$ cat config.mk
export PLATFORM = sky130hd
export DESIGN_NAME = taylor_sine_partial_sum
export DESIGN_NICKNAME = d
export VERILOG_FILES = /design/src/hw/rtl/tsps_pkg.sv /design/src/hw/rtl/tsps_mul.sv /design/src/hw/rtl/tsps_datapath.sv /design/src/hw/rtl/tsps_ctrl.sv /design/src/hw/rtl/taylor_sine_partial_sum.sv
export SDC_FILE = /design/constraint.sdc
export NUM_CORES = 2
export LEC_CHECK = 0
export CAP_MARGIN = 0
export CORE_ASPECT_RATIO = 1.2
export CORE_UTILIZATION = 53
export DETAILED_ROUTE_END_ITERATION = 10
export DONT_BUFFER_PORTS = 1
export PLACE_DENSITY = 0.71
export SLEW_MARGIN = 20
export SYNTH_ARGS = -nofsm -noshare
export SYNTH_HDL_FRONTEND = slang
export SYNTH_SLANG_ARGS = --single-unit
$ cat constraint.sdc
create_clock -name clk_i -period 9.5 [get_ports clk_i]
set_input_delay 0.475 -clock clk_i [delete_from_list [all_inputs] [get_ports clk_i]]
set_output_delay 0.475 -clock clk_i [all_outputs]
set_load 0.02 [all_outputs]
$ cat src/hw/rtl/tsps_pkg.sv
// ----------------------------------------------------------------------------
// tsps_pkg
// Shared widths, reciprocal table and controller/datapath command and status
// types for the sine partial sum block.
// ----------------------------------------------------------------------------
package tsps_pkg;

  localparam int ANGLE_W    = 32;
  localparam int TERM_IN_W  = 5;
  localparam int IDX_W      = 6;    // term index, holds up to 63
  localparam int TERM_W     = 62;   // term magnitude, capped at 2^62-1
  localparam int OP_W       = 64;   // multiplier operand width
  localparam int PROD_W     = 128;  // full product width
  localparam int RECIP_BITS = 40;
  localparam int SUM_W      = 37;   // running sum with overflow codes
  localparam int OUT_W      = 36;
  localparam int TAB_N      = 32;
  localparam int TAB_AW     = 5;

  localparam logic [63:0] RECIP_ONE = 64'd1 << RECIP_BITS;

  // R(k) = round(2^40 / (2k(2k+1))), entry 0 unused
  localparam logic [RECIP_BITS-1:0] RECIP_TAB [TAB_N] = '{
    40'd0,
    40'((RECIP_ONE + 64'd3)    / 64'd6),
    40'((RECIP_ONE + 64'd10)   / 64'd20),
    40'((RECIP_ONE + 64'd21)   / 64'd42),
    40'((RECIP_ONE + 64'd36)   / 64'd72),
    40'((RECIP_ONE + 64'd55)   / 64'd110),
    40'((RECIP_ONE + 64'd78)   / 64'd156),
    40'((RECIP_ONE + 64'd105)  / 64'd210),
    40'((RECIP_ONE + 64'd136)  / 64'd272),
    40'((RECIP_ONE + 64'd171)  / 64'd342),
    40'((RECIP_ONE + 64'd210)  / 64'd420),
    40'((RECIP_ONE + 64'd253)  / 64'd506),
    40'((RECIP_ONE + 64'd300)  / 64'd600),
    40'((RECIP_ONE + 64'd351)  / 64'd702),
    40'((RECIP_ONE + 64'd406)  / 64'd812),
    40'((RECIP_ONE + 64'd465)  / 64'd930),
    40'((RECIP_ONE + 64'd528)  / 64'd1056),
    40'((RECIP_ONE + 64'd595)  / 64'd1190),
    40'((RECIP_ONE + 64'd666)  / 64'd1332),
    40'((RECIP_ONE + 64'd741)  / 64'd1482),
    40'((RECIP_ONE + 64'd820)  / 64'd1640),
    40'((RECIP_ONE + 64'd903)  / 64'd1806),
    40'((RECIP_ONE + 64'd990)  / 64'd1980),
    40'((RECIP_ONE + 64'd1081) / 64'd2162),
    40'((RECIP_ONE + 64'd1176) / 64'd2352),
    40'((RECIP_ONE + 64'd1275) / 64'd2550),
    40'((RECIP_ONE + 64'd1378) / 64'd2756),
    40'((RECIP_ONE + 64'd1485) / 64'd2970),
    40'((RECIP_ONE + 64'd1596) / 64'd3192),
    40'((RECIP_ONE + 64'd1711) / 64'd3422),
    40'((RECIP_ONE + 64'd1830) / 64'd3660),
    40'((RECIP_ONE + 64'd1953) / 64'd3906)
  };

  typedef enum logic [1:0] {
    MUL_SQ,     // |x| * |x|
    MUL_T_SQ,   // t * x^2
    MUL_T_R     // t * R(i-1)
  } mul_sel_e;

  typedef struct packed {
    logic     load_in;
    logic     mul_start;
    mul_sel_e mul_sel;
    logic     take_sq;
    logic     take_t;
    logic     acc_add;
    logic     i_inc;
    logic     out_load;
  } cmd_t;

  typedef struct packed {
    logic mul_done;
    logic i_gt_last;
    logic i_ge_first;
    logic i_ge_two;
    logic out_free;
  } sts_t;

endpackage

$ cat src/hw/rtl/tsps_mul.sv
// ----------------------------------------------------------------------------
// tsps_mul
// Iterative 64x64 multiplier on one 32x32 unit: four partial products,
// rounding, right shift by the fraction or reciprocal bits, cap at 2^62-1.
// ----------------------------------------------------------------------------
module tsps_mul #(
  parameter int FRAC_BITS = 28
) (
  input  logic                         clk_i,
  input  logic                         rst_ni,
  input  logic                         start_i,
  input  logic                         recip_i,
  input  logic [tsps_pkg::OP_W-1:0]    a_i,
  input  logic [tsps_pkg::OP_W-1:0]    b_i,
  output logic                         done_o,
  output logic [tsps_pkg::TERM_W-1:0]  res_o
);

  localparam int HALF_W = tsps_pkg::OP_W / 2;
  localparam int PW     = tsps_pkg::PROD_W;
  localparam int TW     = tsps_pkg::TERM_W;
  localparam int RB     = tsps_pkg::RECIP_BITS;
  localparam logic [PW-1:0] RND_FRAC  = PW'(1) << (FRAC_BITS - 1);
  localparam logic [PW-1:0] RND_RECIP = PW'(1) << (RB - 1);

  logic [tsps_pkg::OP_W-1:0] a_q, b_q;
  logic                      recip_q;
  logic                      run_q;
  logic [1:0]                issue_q;
  logic                      pp_vld_q, pp_last_q, fin_q, done_q;
  logic [2*HALF_W-1:0]       pp_q;
  logic [1:0]                pos_q;
  logic [PW-1:0]             acc_q;
  logic [TW-1:0]             res_q;

  logic [HALF_W-1:0]   a_half, b_half;
  logic [2*HALF_W-1:0] pp_d;
  logic [PW-1:0]       pp_ext;
  logic [PW-1:0]       shifted;
  logic                ovf;
  logic [TW-1:0]       res_d;

  assign a_half = issue_q[0] ? a_q[2*HALF_W-1:HALF_W] : a_q[HALF_W-1:0];
  assign b_half = issue_q[1] ? b_q[2*HALF_W-1:HALF_W] : b_q[HALF_W-1:0];
  assign pp_d   = a_half * b_half;

  always_comb begin
    case (pos_q)
      2'd0:    pp_ext = {{(PW-2*HALF_W){1'b0}}, pp_q};
      2'd1:    pp_ext = {{(PW-3*HALF_W){1'b0}}, pp_q, {HALF_W{1'b0}}};
      2'd2:    pp_ext = {pp_q, {(2*HALF_W){1'b0}}};
      default: pp_ext = '0;
    endcase
  end

  // result at or above 2^62 saturates
  always_comb begin
    if (recip_q) begin
      shifted = acc_q >> RB;
      ovf     = |acc_q[PW-1:RB+TW];
    end else begin
      shifted = acc_q >> FRAC_BITS;
      ovf     = |acc_q[PW-1:FRAC_BITS+TW];
    end
    res_d = ovf ? {TW{1'b1}} : shifted[TW-1:0];
  end

  always_ff @(posedge clk_i or negedge rst_ni) begin
    if (!rst_ni) begin
      run_q     <= 1'b0;
      issue_q   <= 2'd0;
      pp_vld_q  <= 1'b0;
      pp_last_q <= 1'b0;
      fin_q     <= 1'b0;
      done_q    <= 1'b0;
    end else begin
      pp_vld_q  <= run_q;
      pp_last_q <= run_q && (issue_q == 2'd3);
      fin_q     <= pp_vld_q && pp_last_q;
      done_q    <= fin_q;
      if (start_i) begin
        run_q   <= 1'b1;
        issue_q <= 2'd0;
      end else if (run_q) begin
        issue_q <= issue_q + 2'd1;
        if (issue_q == 2'd3) run_q <= 1'b0;
      end
    end
  end

  always_ff @(posedge clk_i) begin
    if (start_i) begin
      a_q     <= a_i;
      b_q     <= b_i;
      recip_q <= recip_i;
      acc_q   <= recip_i ? RND_RECIP : RND_FRAC;
    end else if (pp_vld_q) begin
      acc_q <= acc_q + pp_ext;
    end
    if (run_q) begin
      pp_q  <= pp_d;
      pos_q <= {1'b0, issue_q[0]} + {1'b0, issue_q[1]};
    end
    if (fin_q) res_q <= res_d;
  end

  assign done_o = done_q;
  assign res_o  = res_q;

`ifndef SYNTHESIS
  a_no_restart : assert property (@(posedge clk_i) disable iff (!rst_ni)
    start_i |-> !(run_q || pp_vld_q || fin_q))
    else $error("multiplier started while busy");
`endif

endmodule

$ cat src/hw/rtl/tsps_datapath.sv
// ----------------------------------------------------------------------------
// tsps_datapath
// Input capture, x^2 and term registers, term index, saturating sum and the
// output register. Runs on commands from the controller.
// ----------------------------------------------------------------------------
module tsps_datapath #(
  parameter int MAX_TERMS = 16,
  parameter int FRAC_BITS = 28
) (
  input  logic                                clk_i,
  input  logic                                rst_ni,
  input  logic signed [tsps_pkg::ANGLE_W-1:0] angle_i,
  input  logic [tsps_pkg::TERM_IN_W-1:0]      first_term_i,
  input  logic [tsps_pkg::TERM_IN_W-1:0]      last_term_i,
  input  tsps_pkg::cmd_t                      cmd_i,
  output tsps_pkg::sts_t                      sts_o,
  input  logic                                out_stall_i,
  output logic                                out_valid_o,
  output logic signed [tsps_pkg::OUT_W-1:0]   partial_sum_o
);

  localparam int AW  = tsps_pkg::ANGLE_W;
  localparam int IW  = tsps_pkg::IDX_W;
  localparam int TW  = tsps_pkg::TERM_W;
  localparam int OW  = tsps_pkg::OP_W;
  localparam int SW  = tsps_pkg::SUM_W;
  localparam int QW  = tsps_pkg::OUT_W;
  localparam logic [IW-1:0] MAX_IDX = IW'(MAX_TERMS);
  localparam logic signed [63:0] SUM_MAX = 64'sd34359738367;
  localparam logic signed [63:0] SUM_MIN = -64'sd34359738368;
  localparam logic signed [SW-1:0] ACC_HI = SW'(SUM_MAX + 64'sd1);
  localparam logic signed [SW-1:0] ACC_LO = SW'(SUM_MIN - 64'sd1);

  logic [AW-1:0]          mag_q;
  logic                   neg_q;
  logic [IW-1:0]          first_q, last_q, i_q;
  logic [TW-1:0]          sq_q, t_q;
  logic signed [SW-1:0]   acc_q;
  logic signed [QW-1:0]   out_q;
  logic                   out_vld_q;

  logic [AW-1:0]          mag_d;
  logic [IW-1:0]          first_ext, last_ext, km1;
  logic [OW-1:0]          mul_a, mul_b;
  logic                   mul_recip, mul_done;
  logic [TW-1:0]          mul_res;
  logic signed [63:0]     acc_ext, t_ext, sum;
  logic                   tneg;
  logic signed [SW-1:0]   acc_d;
  logic signed [QW-1:0]   out_d;
  logic                   out_free;

  assign mag_d     = angle_i[AW-1] ? (~angle_i + AW'(1)) : angle_i;
  assign first_ext = IW'(first_term_i);
  assign last_ext  = IW'(last_term_i);
  assign km1       = i_q - IW'(1);

  always_comb begin
    mul_a     = '0;
    mul_b     = '0;
    mul_recip = 1'b0;
    case (cmd_i.mul_sel)
      tsps_pkg::MUL_SQ: begin
        mul_a = OW'(mag_q);
        mul_b = OW'(mag_q);
      end
      tsps_pkg::MUL_T_SQ: begin
        mul_a = OW'(t_q);
        mul_b = OW'(sq_q);
      end
      tsps_pkg::MUL_T_R: begin
        mul_a     = OW'(t_q);
        mul_b     = OW'(tsps_pkg::RECIP_TAB[km1[tsps_pkg::TAB_AW-1:0]]);
        mul_recip = 1'b1;
      end
      default: begin
        mul_a = '0;
      end
    endcase
  end

  tsps_mul #(
    .FRAC_BITS (FRAC_BITS)
  ) u_mul (
    .clk_i   (clk_i),
    .rst_ni  (rst_ni),
    .start_i (cmd_i.mul_start),
    .recip_i (mul_recip),
    .a_i     (mul_a),
    .b_i     (mul_b),
    .done_o  (mul_done),
    .res_o   (mul_res)
  );

  // odd terms carry the angle's sign, even terms the opposite
  assign tneg    = neg_q ^ ~i_q[0];
  assign acc_ext = 64'(acc_q);
  assign t_ext   = $signed({2'b00, t_q});
  assign sum     = tneg ? (acc_ext - t_ext) : (acc_ext + t_ext);

  // a sum past the output range is parked one step outside it
  always_comb begin
    if (sum > SUM_MAX)      acc_d = ACC_HI;
    else if (sum < SUM_MIN) acc_d = ACC_LO;
    else                    acc_d = sum[SW-1:0];
  end

  always_comb begin
    if (acc_ext > SUM_MAX)      out_d = $signed(SUM_MAX[QW-1:0]);
    else if (acc_ext < SUM_MIN) out_d = $signed(SUM_MIN[QW-1:0]);
    else                        out_d = acc_ext[QW-1:0];
  end

  assign out_free = !out_vld_q || !out_stall_i;

  always_ff @(posedge clk_i or negedge rst_ni) begin
    if (!rst_ni) begin
      out_vld_q <= 1'b0;
    end else if (cmd_i.out_load) begin
      out_vld_q <= 1'b1;
    end else if (!out_stall_i) begin
      out_vld_q <= 1'b0;
    end
  end

  always_ff @(posedge clk_i) begin
    if (cmd_i.load_in) begin
      mag_q   <= mag_d;
      neg_q   <= angle_i[AW-1];
      first_q <= (first_term_i == '0) ? IW'(1) : first_ext;
      last_q  <= (last_ext > MAX_IDX) ? MAX_IDX : last_ext;
      t_q     <= TW'(mag_d);
      i_q     <= IW'(1);
      acc_q   <= '0;
    end else begin
      if (cmd_i.take_sq) sq_q <= mul_res;
      if (cmd_i.take_t)  t_q  <= mul_res;
      if (cmd_i.acc_add) acc_q <= acc_d;
      if (cmd_i.i_inc)   i_q  <= i_q + IW'(1);
    end
    if (cmd_i.out_load) out_q <= out_d;
  end

  assign sts_o.mul_done   = mul_done;
  assign sts_o.i_gt_last  = i_q > last_q;
  assign sts_o.i_ge_first = i_q >= first_q;
  assign sts_o.i_ge_two   = i_q >= IW'(2);
  assign sts_o.out_free   = out_free;

  assign out_valid_o   = out_vld_q;
  assign partial_sum_o = out_q;

`ifndef SYNTHESIS
  a_no_overwrite : assert property (@(posedge clk_i) disable iff (!rst_ni)
    cmd_i.out_load |-> out_free)
    else $error("output word overwritten while held");

  a_recip_index : assert property (@(posedge clk_i) disable iff (!rst_ni)
    (cmd_i.mul_start && cmd_i.mul_sel == tsps_pkg::MUL_T_R) |->
      (i_q >= IW'(2) && i_q <= last_q))
    else $error("reciprocal fetched for an invalid term");
`endif

endmodule

$ cat src/hw/rtl/tsps_ctrl.sv
// ----------------------------------------------------------------------------
// tsps_ctrl
// Sequencer: accepts a word, forms x^2, then walks the terms up to the last
// index, two multiplications per term after the first, and hands the sum to the output.
// ----------------------------------------------------------------------------
module tsps_ctrl (
  input  logic           clk_i,
  input  logic           rst_ni,
  input  logic           in_valid_i,
  output logic           in_stall_o,
  output tsps_pkg::cmd_t cmd_o,
  input  tsps_pkg::sts_t sts_i
);

  typedef enum logic [3:0] {
    S_IDLE,
    S_SQ_GO,
    S_SQ_WAIT,
    S_CHECK,
    S_M1_GO,
    S_M1_WAIT,
    S_M2_GO,
    S_M2_WAIT,
    S_ADD,
    S_FINISH
  } state_e;

  state_e state_q, state_d;

  always_comb begin
    state_d = state_q;
    cmd_o   = '0;
    cmd_o.mul_sel = tsps_pkg::MUL_SQ;
    case (state_q)
      S_IDLE: begin
        if (in_valid_i) begin
          cmd_o.load_in = 1'b1;
          state_d = S_SQ_GO;
        end
      end
      S_SQ_GO: begin
        cmd_o.mul_start = 1'b1;
        state_d = S_SQ_WAIT;
      end
      S_SQ_WAIT: begin
        if (sts_i.mul_done) begin
          cmd_o.take_sq = 1'b1;
          state_d = S_CHECK;
        end
      end
      S_CHECK: begin
        if (sts_i.i_gt_last)     state_d = S_FINISH;
        else if (sts_i.i_ge_two) state_d = S_M1_GO;
        else                     state_d = S_ADD;
      end
      S_M1_GO: begin
        cmd_o.mul_start = 1'b1;
        cmd_o.mul_sel   = tsps_pkg::MUL_T_SQ;
        state_d = S_M1_WAIT;
      end
      S_M1_WAIT: begin
        cmd_o.mul_sel = tsps_pkg::MUL_T_SQ;
        if (sts_i.mul_done) begin
          cmd_o.take_t = 1'b1;
          state_d = S_M2_GO;
        end
      end
      S_M2_GO: begin
        cmd_o.mul_start = 1'b1;
        cmd_o.mul_sel   = tsps_pkg::MUL_T_R;
        state_d = S_M2_WAIT;
      end
      S_M2_WAIT: begin
        cmd_o.mul_sel = tsps_pkg::MUL_T_R;
        if (sts_i.mul_done) begin
          cmd_o.take_t = 1'b1;
          state_d = S_ADD;
        end
      end
      S_ADD: begin
        cmd_o.acc_add = sts_i.i_ge_first;
        cmd_o.i_inc   = 1'b1;
        state_d = S_CHECK;
      end
      S_FINISH: begin
        if (sts_i.out_free) begin
          cmd_o.out_load = 1'b1;
          state_d = S_IDLE;
        end
      end
      default: begin
        state_d = S_IDLE;
      end
    endcase
  end

  always_ff @(posedge clk_i or negedge rst_ni) begin
    if (!rst_ni) begin
      state_q <= S_IDLE;
    end else begin
      state_q <= state_d;
    end
  end

  assign in_stall_o = (state_q != S_IDLE);

`ifndef SYNTHESIS
  a_done_in_wait : assert property (@(posedge clk_i) disable iff (!rst_ni)
    sts_i.mul_done |->
      (state_q == S_SQ_WAIT || state_q == S_M1_WAIT || state_q == S_M2_WAIT))
    else $error("multiplier result arrived with nobody waiting");

  a_add_in_range : assert property (@(posedge clk_i) disable iff (!rst_ni)
    (state_q == S_ADD) |-> !sts_i.i_gt_last)
    else $error("term added beyond the last index");
`endif

endmodule

$ cat src/hw/rtl/taylor_sine_partial_sum.sv
// ----------------------------------------------------------------------------
// taylor_sine_partial_sum
// Partial Maclaurin sum of sin(x) over a range of term indices.
// Input word: angle_i (signed Q3.28 radians), first_term_i, last_term_i,
// taken when in_valid_i is high and in_stall_o is low. Output word:
// partial_sum_o (signed Q7.28, saturated), taken when out_valid_o is high
// and out_stall_i is low. One output word per input word, in order.
// Words are worked on one at a time. x^2 and each term after the first are
// formed on one shared 32x32 multiplier, four partial products plus rounding
// per 64-bit product. The next word is taken once the sum is loaded into
// the output register. in_stall_o stays high while a word is being worked
// on. A finished word waits in the output register while the receiver
// stalls; the block then holds the next sum until that one is taken.
// Reset clears the sequencer and the output valid; no state is kept
// between words.
// ----------------------------------------------------------------------------
module taylor_sine_partial_sum #(
  parameter int MAX_TERMS = 16,
  parameter int FRAC_BITS = 28
) (
  input  logic                                clk_i,
  input  logic                                rst_ni,
  input  logic                                in_valid_i,
  output logic                                in_stall_o,
  input  logic signed [tsps_pkg::ANGLE_W-1:0] angle_i,
  input  logic [tsps_pkg::TERM_IN_W-1:0]      first_term_i,
  input  logic [tsps_pkg::TERM_IN_W-1:0]      last_term_i,
  output logic                                out_valid_o,
  input  logic                                out_stall_i,
  output logic signed [tsps_pkg::OUT_W-1:0]   partial_sum_o
);

  tsps_pkg::cmd_t cmd;
  tsps_pkg::sts_t sts;

  tsps_ctrl u_ctrl (
    .clk_i      (clk_i),
    .rst_ni     (rst_ni),
    .in_valid_i (in_valid_i),
    .in_stall_o (in_stall_o),
    .cmd_o      (cmd),
    .sts_i      (sts)
  );

  tsps_datapath #(
    .MAX_TERMS (MAX_TERMS),
    .FRAC_BITS (FRAC_BITS)
  ) u_datapath (
    .clk_i         (clk_i),
    .rst_ni        (rst_ni),
    .angle_i       (angle_i),
    .first_term_i  (first_term_i),
    .last_term_i   (last_term_i),
    .cmd_i         (cmd),
    .sts_o         (sts),
    .out_stall_i   (out_stall_i),
    .out_valid_o   (out_valid_o),
    .partial_sum_o (partial_sum_o)
  );

endmodule

==> impl_metrics.sql <==
INSERT INTO impl_metrics (metric_group, metric, value, unit) VALUES
('logic_synthesis', 'asyncSetResetFlopFracSynth', '1.88', '%'),
('logic_synthesis', 'number_of_synthesized_register_bits', '639', ''),
('sta', 'rsz0062_at_grt', 'no', ''),
('sta', 'slew_viol_final', '0', ''),
('floorplan', 'rows', '149', ''),
('sta', 'max_freq', '109', 'MHz'),
('sta', 'totalNegativeSetupSlack', '0', 'ns'),
('sta', 'timing.max_slew.rel_slack', '18.6', '%'),
('clock_network', 'worst_path_clk_slew', '0.06', 'ns'),
('hold_path', 'min_path_type', 'in2reg', ''),
('setup_path', 'crit_path_frequent_cell', 'sky130_fd_sc_hd__fa_1', ''),
('grt', 'gr-total-overflow', '0', ''),
('setup_path', 'crit-reg2reg-launch', 'u_datapath.u_mul.issue_q[0]$_DFFE_PN0P_', ''),
('route', 'detailroute.via_count', '60900', ''),
('setup_path', 'slowest_delay', '0.62', 'ns'),
('flow_run', 'max_cap_violations', '0', ''),
('setup_path', 'reg2reg_to', 'u_datapath.u_mul.pp_q[49]$_DFFE_PP_', ''),
('setup_path', 'cp-start-kind', 'flip-flop', ''),
('clock_network', 'clk_path_buf_depth', '3', ''),
('route', 'wirelength', '264000', 'um'),
('route', 'first_drt_iteration_drcs', '6366', ''),
('sta', 'timing.final.crit_share', '96.7', '%'),
('route', 'ant_nets', '0', ''),
('clock_network', 'tritoncts_num_sinks', '639', ''),
('setup_path', 'setup.worst_path.class', 'reg2reg', ''),
('logic_synthesis', 'synth.area.top_cells', 'sky130_fd_sc_hd__fa_1 24%, sky130_fd_sc_hd__edfxtp_1 22%, sky130_fd_sc_hd__ha_1 8.0%', ''),
('grt', 'grt_util_all_layers', '37.8', '%'),
('setup_path', 'critical-path-slowest-cell', 'sky130_fd_sc_hd__dfrtp_4', ''),
('logic_synthesis', 'post_synth_instance_area', '74000', 'um2'),
('setup_path', 'setup.reg_to_reg.worst_slack', '0.32', 'ns'),
('floorplan', 'placeableCoreArea', '138000', 'um2'),
('floorplan', 'die_area', '141000', 'um2'),
('grt', 'grt_start_max_net_pins', '133', ''),
('floorplan', 'io_pins', '84', ''),
('sta', 'setup_viol', '0', ''),
('sta', 'timing.final.crit_period', '9.18', 'ns'),
('setup_path', 'critPathCaptureType', 'flip-flop', ''),
('grt', 'vias_in_the_first_global_route', '61300', ''),
('clock_network', 'clk_root_buffer_cell', 'sky130_fd_sc_hd__clkbuf_16', ''),
('logic_synthesis', 'ys.warnings.count', '0', ''),
('clock_network', 'clk-insertion-delay-late', '0.67', 'ns'),
('floorplan', 'fp.dieW', '343', 'um'),
('setup_path', 'ff2ff_path_depth', '31', ''),
('setup_path', 'crit_family', 'adder cells', ''),
('placed_design', 'place.port_buffers', '0', ''),
('logic_synthesis', 'post-synth-top-area-cell', 'sky130_fd_sc_hd__fa_1', ''),
('placed_design', 'hpwlAfterDp', '212000', 'um'),
('route', 'detail_route.vias_per_cell', '6.14', ''),
('logic_synthesis', 'synth.net_count', '9604', ''),
('sta', 'worst_slew_pin_slew', '1.21', 'ns'),
('logic_synthesis', 'syn_avg_cell_area', '9.04', 'um2'),
('logic_synthesis', 'synth_cell_type_count', '106', ''),
('grt', 'number_of_antenna_violations_at_the_first_check_in_global_routing', '5', ''),
('logic_synthesis', 'synth.yosys.seq_area_share', '24.9', '%'),
('setup_path', 'cp.buffers_inverters', '9', ''),
('setup_path', 'worst_ep_required_time', '9.91', 'ns'),
('logic_synthesis', 'yosysTopAreaCellShare', '24.3', '%'),
('floorplan', 'chipHeight', '411', 'um'),
('route', 'drc_errors', '0', ''),
('setup_path', 'worstPathArrival', '9.59', 'ns'),
('logic_synthesis', 'synth_enable_flop_cells', '554', ''),
('route', 'drt-pass1-iter-count', '6', ''),
('setup_path', 'cp_num_cells', '31', ''),
('logic_synthesis', 'post-synth-top-count-cell', 'sky130_fd_sc_hd__nor2_1', ''),
('cells_and_area', 'area_delta_synth_final', '7.15', '%'),
('hold_path', 'whs_endpoint', 'u_datapath.mag_q[7]$_DFFE_PP_', ''),
('logic_synthesis', 'post_synth_inst_count', '8185', ''),
('cells_and_area', 'post_route_cells_drive_above_1_share', '6.42', '%'),
('sta', 'timing.clock.skew', '0.0545', 'ns'),
('status', 'status', 'completed', ''),
('floorplan', 'effective_utilization_at_floorplan', '53.6', '%');
## logic make-up after synthesis
| logic type | Yosys count | share of synthesized area, % |
|---|---|---|
| AND/OR/NAND/NOR | 2850 | 16.7 |
| buffers and inverters | 1435 | 7.39 |
| adder cells (fa/ha/maj) | 1373 | 32.3 |
| AO/OA/AOI/OAI | 1343 | 11.7 |
| flip-flops | 639 | 24.9 |
| XOR/XNOR | 316 | 3.75 |
| multiplexers | 229 | 3.21 |
## worst register-to-register path: cells and delay by family, from the launching register on
family / cells / cell delay [ns]
AO/OA/AOI/OAI: 6 / 1.42
XOR/XNOR: 1 / 0.13
multiplexers: 1 / 0.24
AND/OR/NAND/NOR: 5 / 0.75
buffers and inverters: 9 / 1.42
adder cells (fa/ha/maj): 9 / 4.35
flip-flops: 1 / 0.62
## cells in the final DEF (no fill, tap or decap), types with 92 or more instances in the layout
cell,instances
sky130_fd_sc_hd__edfxtp_1,554
sky130_fd_sc_hd__inv_1,1009
sky130_fd_sc_hd__xor2_1,116
sky130_fd_sc_hd__fa_1,898
sky130_fd_sc_hd__mux2i_1,123
sky130_fd_sc_hd__a21oi_1,429
sky130_fd_sc_hd__nor3_1,92
sky130_fd_sc_hd__xnor2_1,194
sky130_fd_sc_hd__nand2_1,1050
sky130_fd_sc_hd__o21ai_0,265
sky130_fd_sc_hd__a21o_1,120
sky130_fd_sc_hd__and2_1,116
sky130_fd_sc_hd__ha_1,474
sky130_fd_sc_hd__buf_4,177
sky130_fd_sc_hd__nor2_1,1111
## per-layer routing
metal / vias to the layer above / track usage [%] / routed length [um]
met5: - / 0 / 32
met4: 4 / 22.0 / 18400
met1: 30300 / 49.0 / 102000
li1: 26800 / - / -
met3: 648 / 7.04 / 24100
met2: 3070 / 59.3 / 119000
## sequential cells by signal (all words and copies together) (netlist names)
register	cells
u_datapath.u_mul.pp_q	64
u_datapath.acc_q	37
u_datapath.u_mul.issue_q	2
u_datapath.u_mul.acc_q	128
u_datapath.u_mul.fin_q	1
u_datapath.u_mul.pp_vld_q	1
u_datapath.u_mul.run_q	1
u_datapath.u_mul.pos_q	2
u_datapath.u_mul.res_o	62
u_datapath.i_q	6
u_datapath.neg_q	1
u_datapath.sq_q	62
u_datapath.mag_q	32
u_datapath.u_mul.b_q	62
u_datapath.u_mul.pp_last_q	1
u_ctrl.state_q	4
u_datapath.last_q	5
u_datapath.u_mul.recip_q	1
u_datapath.partial_sum_o	36
u_datapath.t_q	62
u_datapath.u_mul.done_o	1
u_datapath.u_mul.a_q	62
u_datapath.first_q	5
u_datapath.out_valid_o	1
## timing repair
item | 4_1_cts | 5_1_grt
buffers inserted | 0 | 0
gates resized for setup | 0 | 8
hold buffers | 13 | 0
endpoints found under the setup margin | 0 | 7
hold endpoints to repair | 27 | 0
## how the worst max path moves through the flow
stage | slack (ns) | to | from
after floorplan | 0.48 | u_datapath.u_mul.pp_q[62]$_DFFE_PP_ | u_datapath.u_mul.issue_q[1]$_DFFE_PN0P_
after global placement | 0.18 | u_datapath.u_mul.pp_q[49]$_DFFE_PP_ | u_datapath.u_mul.issue_q[0]$_DFFE_PN0P_
after detailed placement | 0.17 | u_datapath.u_mul.pp_q[49]$_DFFE_PP_ | u_datapath.u_mul.issue_q[0]$_DFFE_PN0P_
after CTS | 0.13 | u_datapath.u_mul.pp_q[49]$_DFFE_PP_ | u_datapath.u_mul.issue_q[1]$_DFFE_PN0P_
after global routing | 0.009 | u_datapath.u_mul.pp_q[56]$_DFFE_PP_ | u_datapath.u_mul.issue_q[0]$_DFFE_PN0P_
final | 0.32 | u_datapath.u_mul.pp_q[49]$_DFFE_PP_ | u_datapath.u_mul.issue_q[0]$_DFFE_PN0P_
## layout make-up
| type | instances | area, um2 |
|---|---|---|
| diodes | 1 | 2.50 |
| clock buffers | 89 | 1890 |
| clock inverters | 36 | 452 |
| fillers | 12300 | 58700 |
| inverters | 1012 | 3810 |
| multi-input cells | 6111 | 50500 |
| flip-flops and latches | 639 | 18400 |
| well taps | 1812 | 2270 |
| repair buffers | 216 | 1970 |
## through the flow
| step | setup slack [ns] | cells | hold slack [ns] | util, % | area (um2) |
|---|---|---|---|---|---|
| 2_1_floorplan | 0.481 | 8185 | 0.179 | - | 74000 |
| 3_3_place_gp | 0.176 | 9776 | 0.180 | 55.6 | 76700 |
| 3_5_place_dp | 0.174 | 9776 | 0.180 | 55.6 | 76700 |
| 4_1_cts | 0.129 | 9914 | 0.00621 | 57.4 | 79200 |
| 5_1_grt | 0.00881 | 9915 | 0.0284 | 57.4 | 79300 |
| 6_report | 0.318 | 9916 | 0.0459 | 57.5 | 79300 |
Power is not shown: default switching activity piles up to over one toggle a cycle in this logic, so the estimate is an artifact.
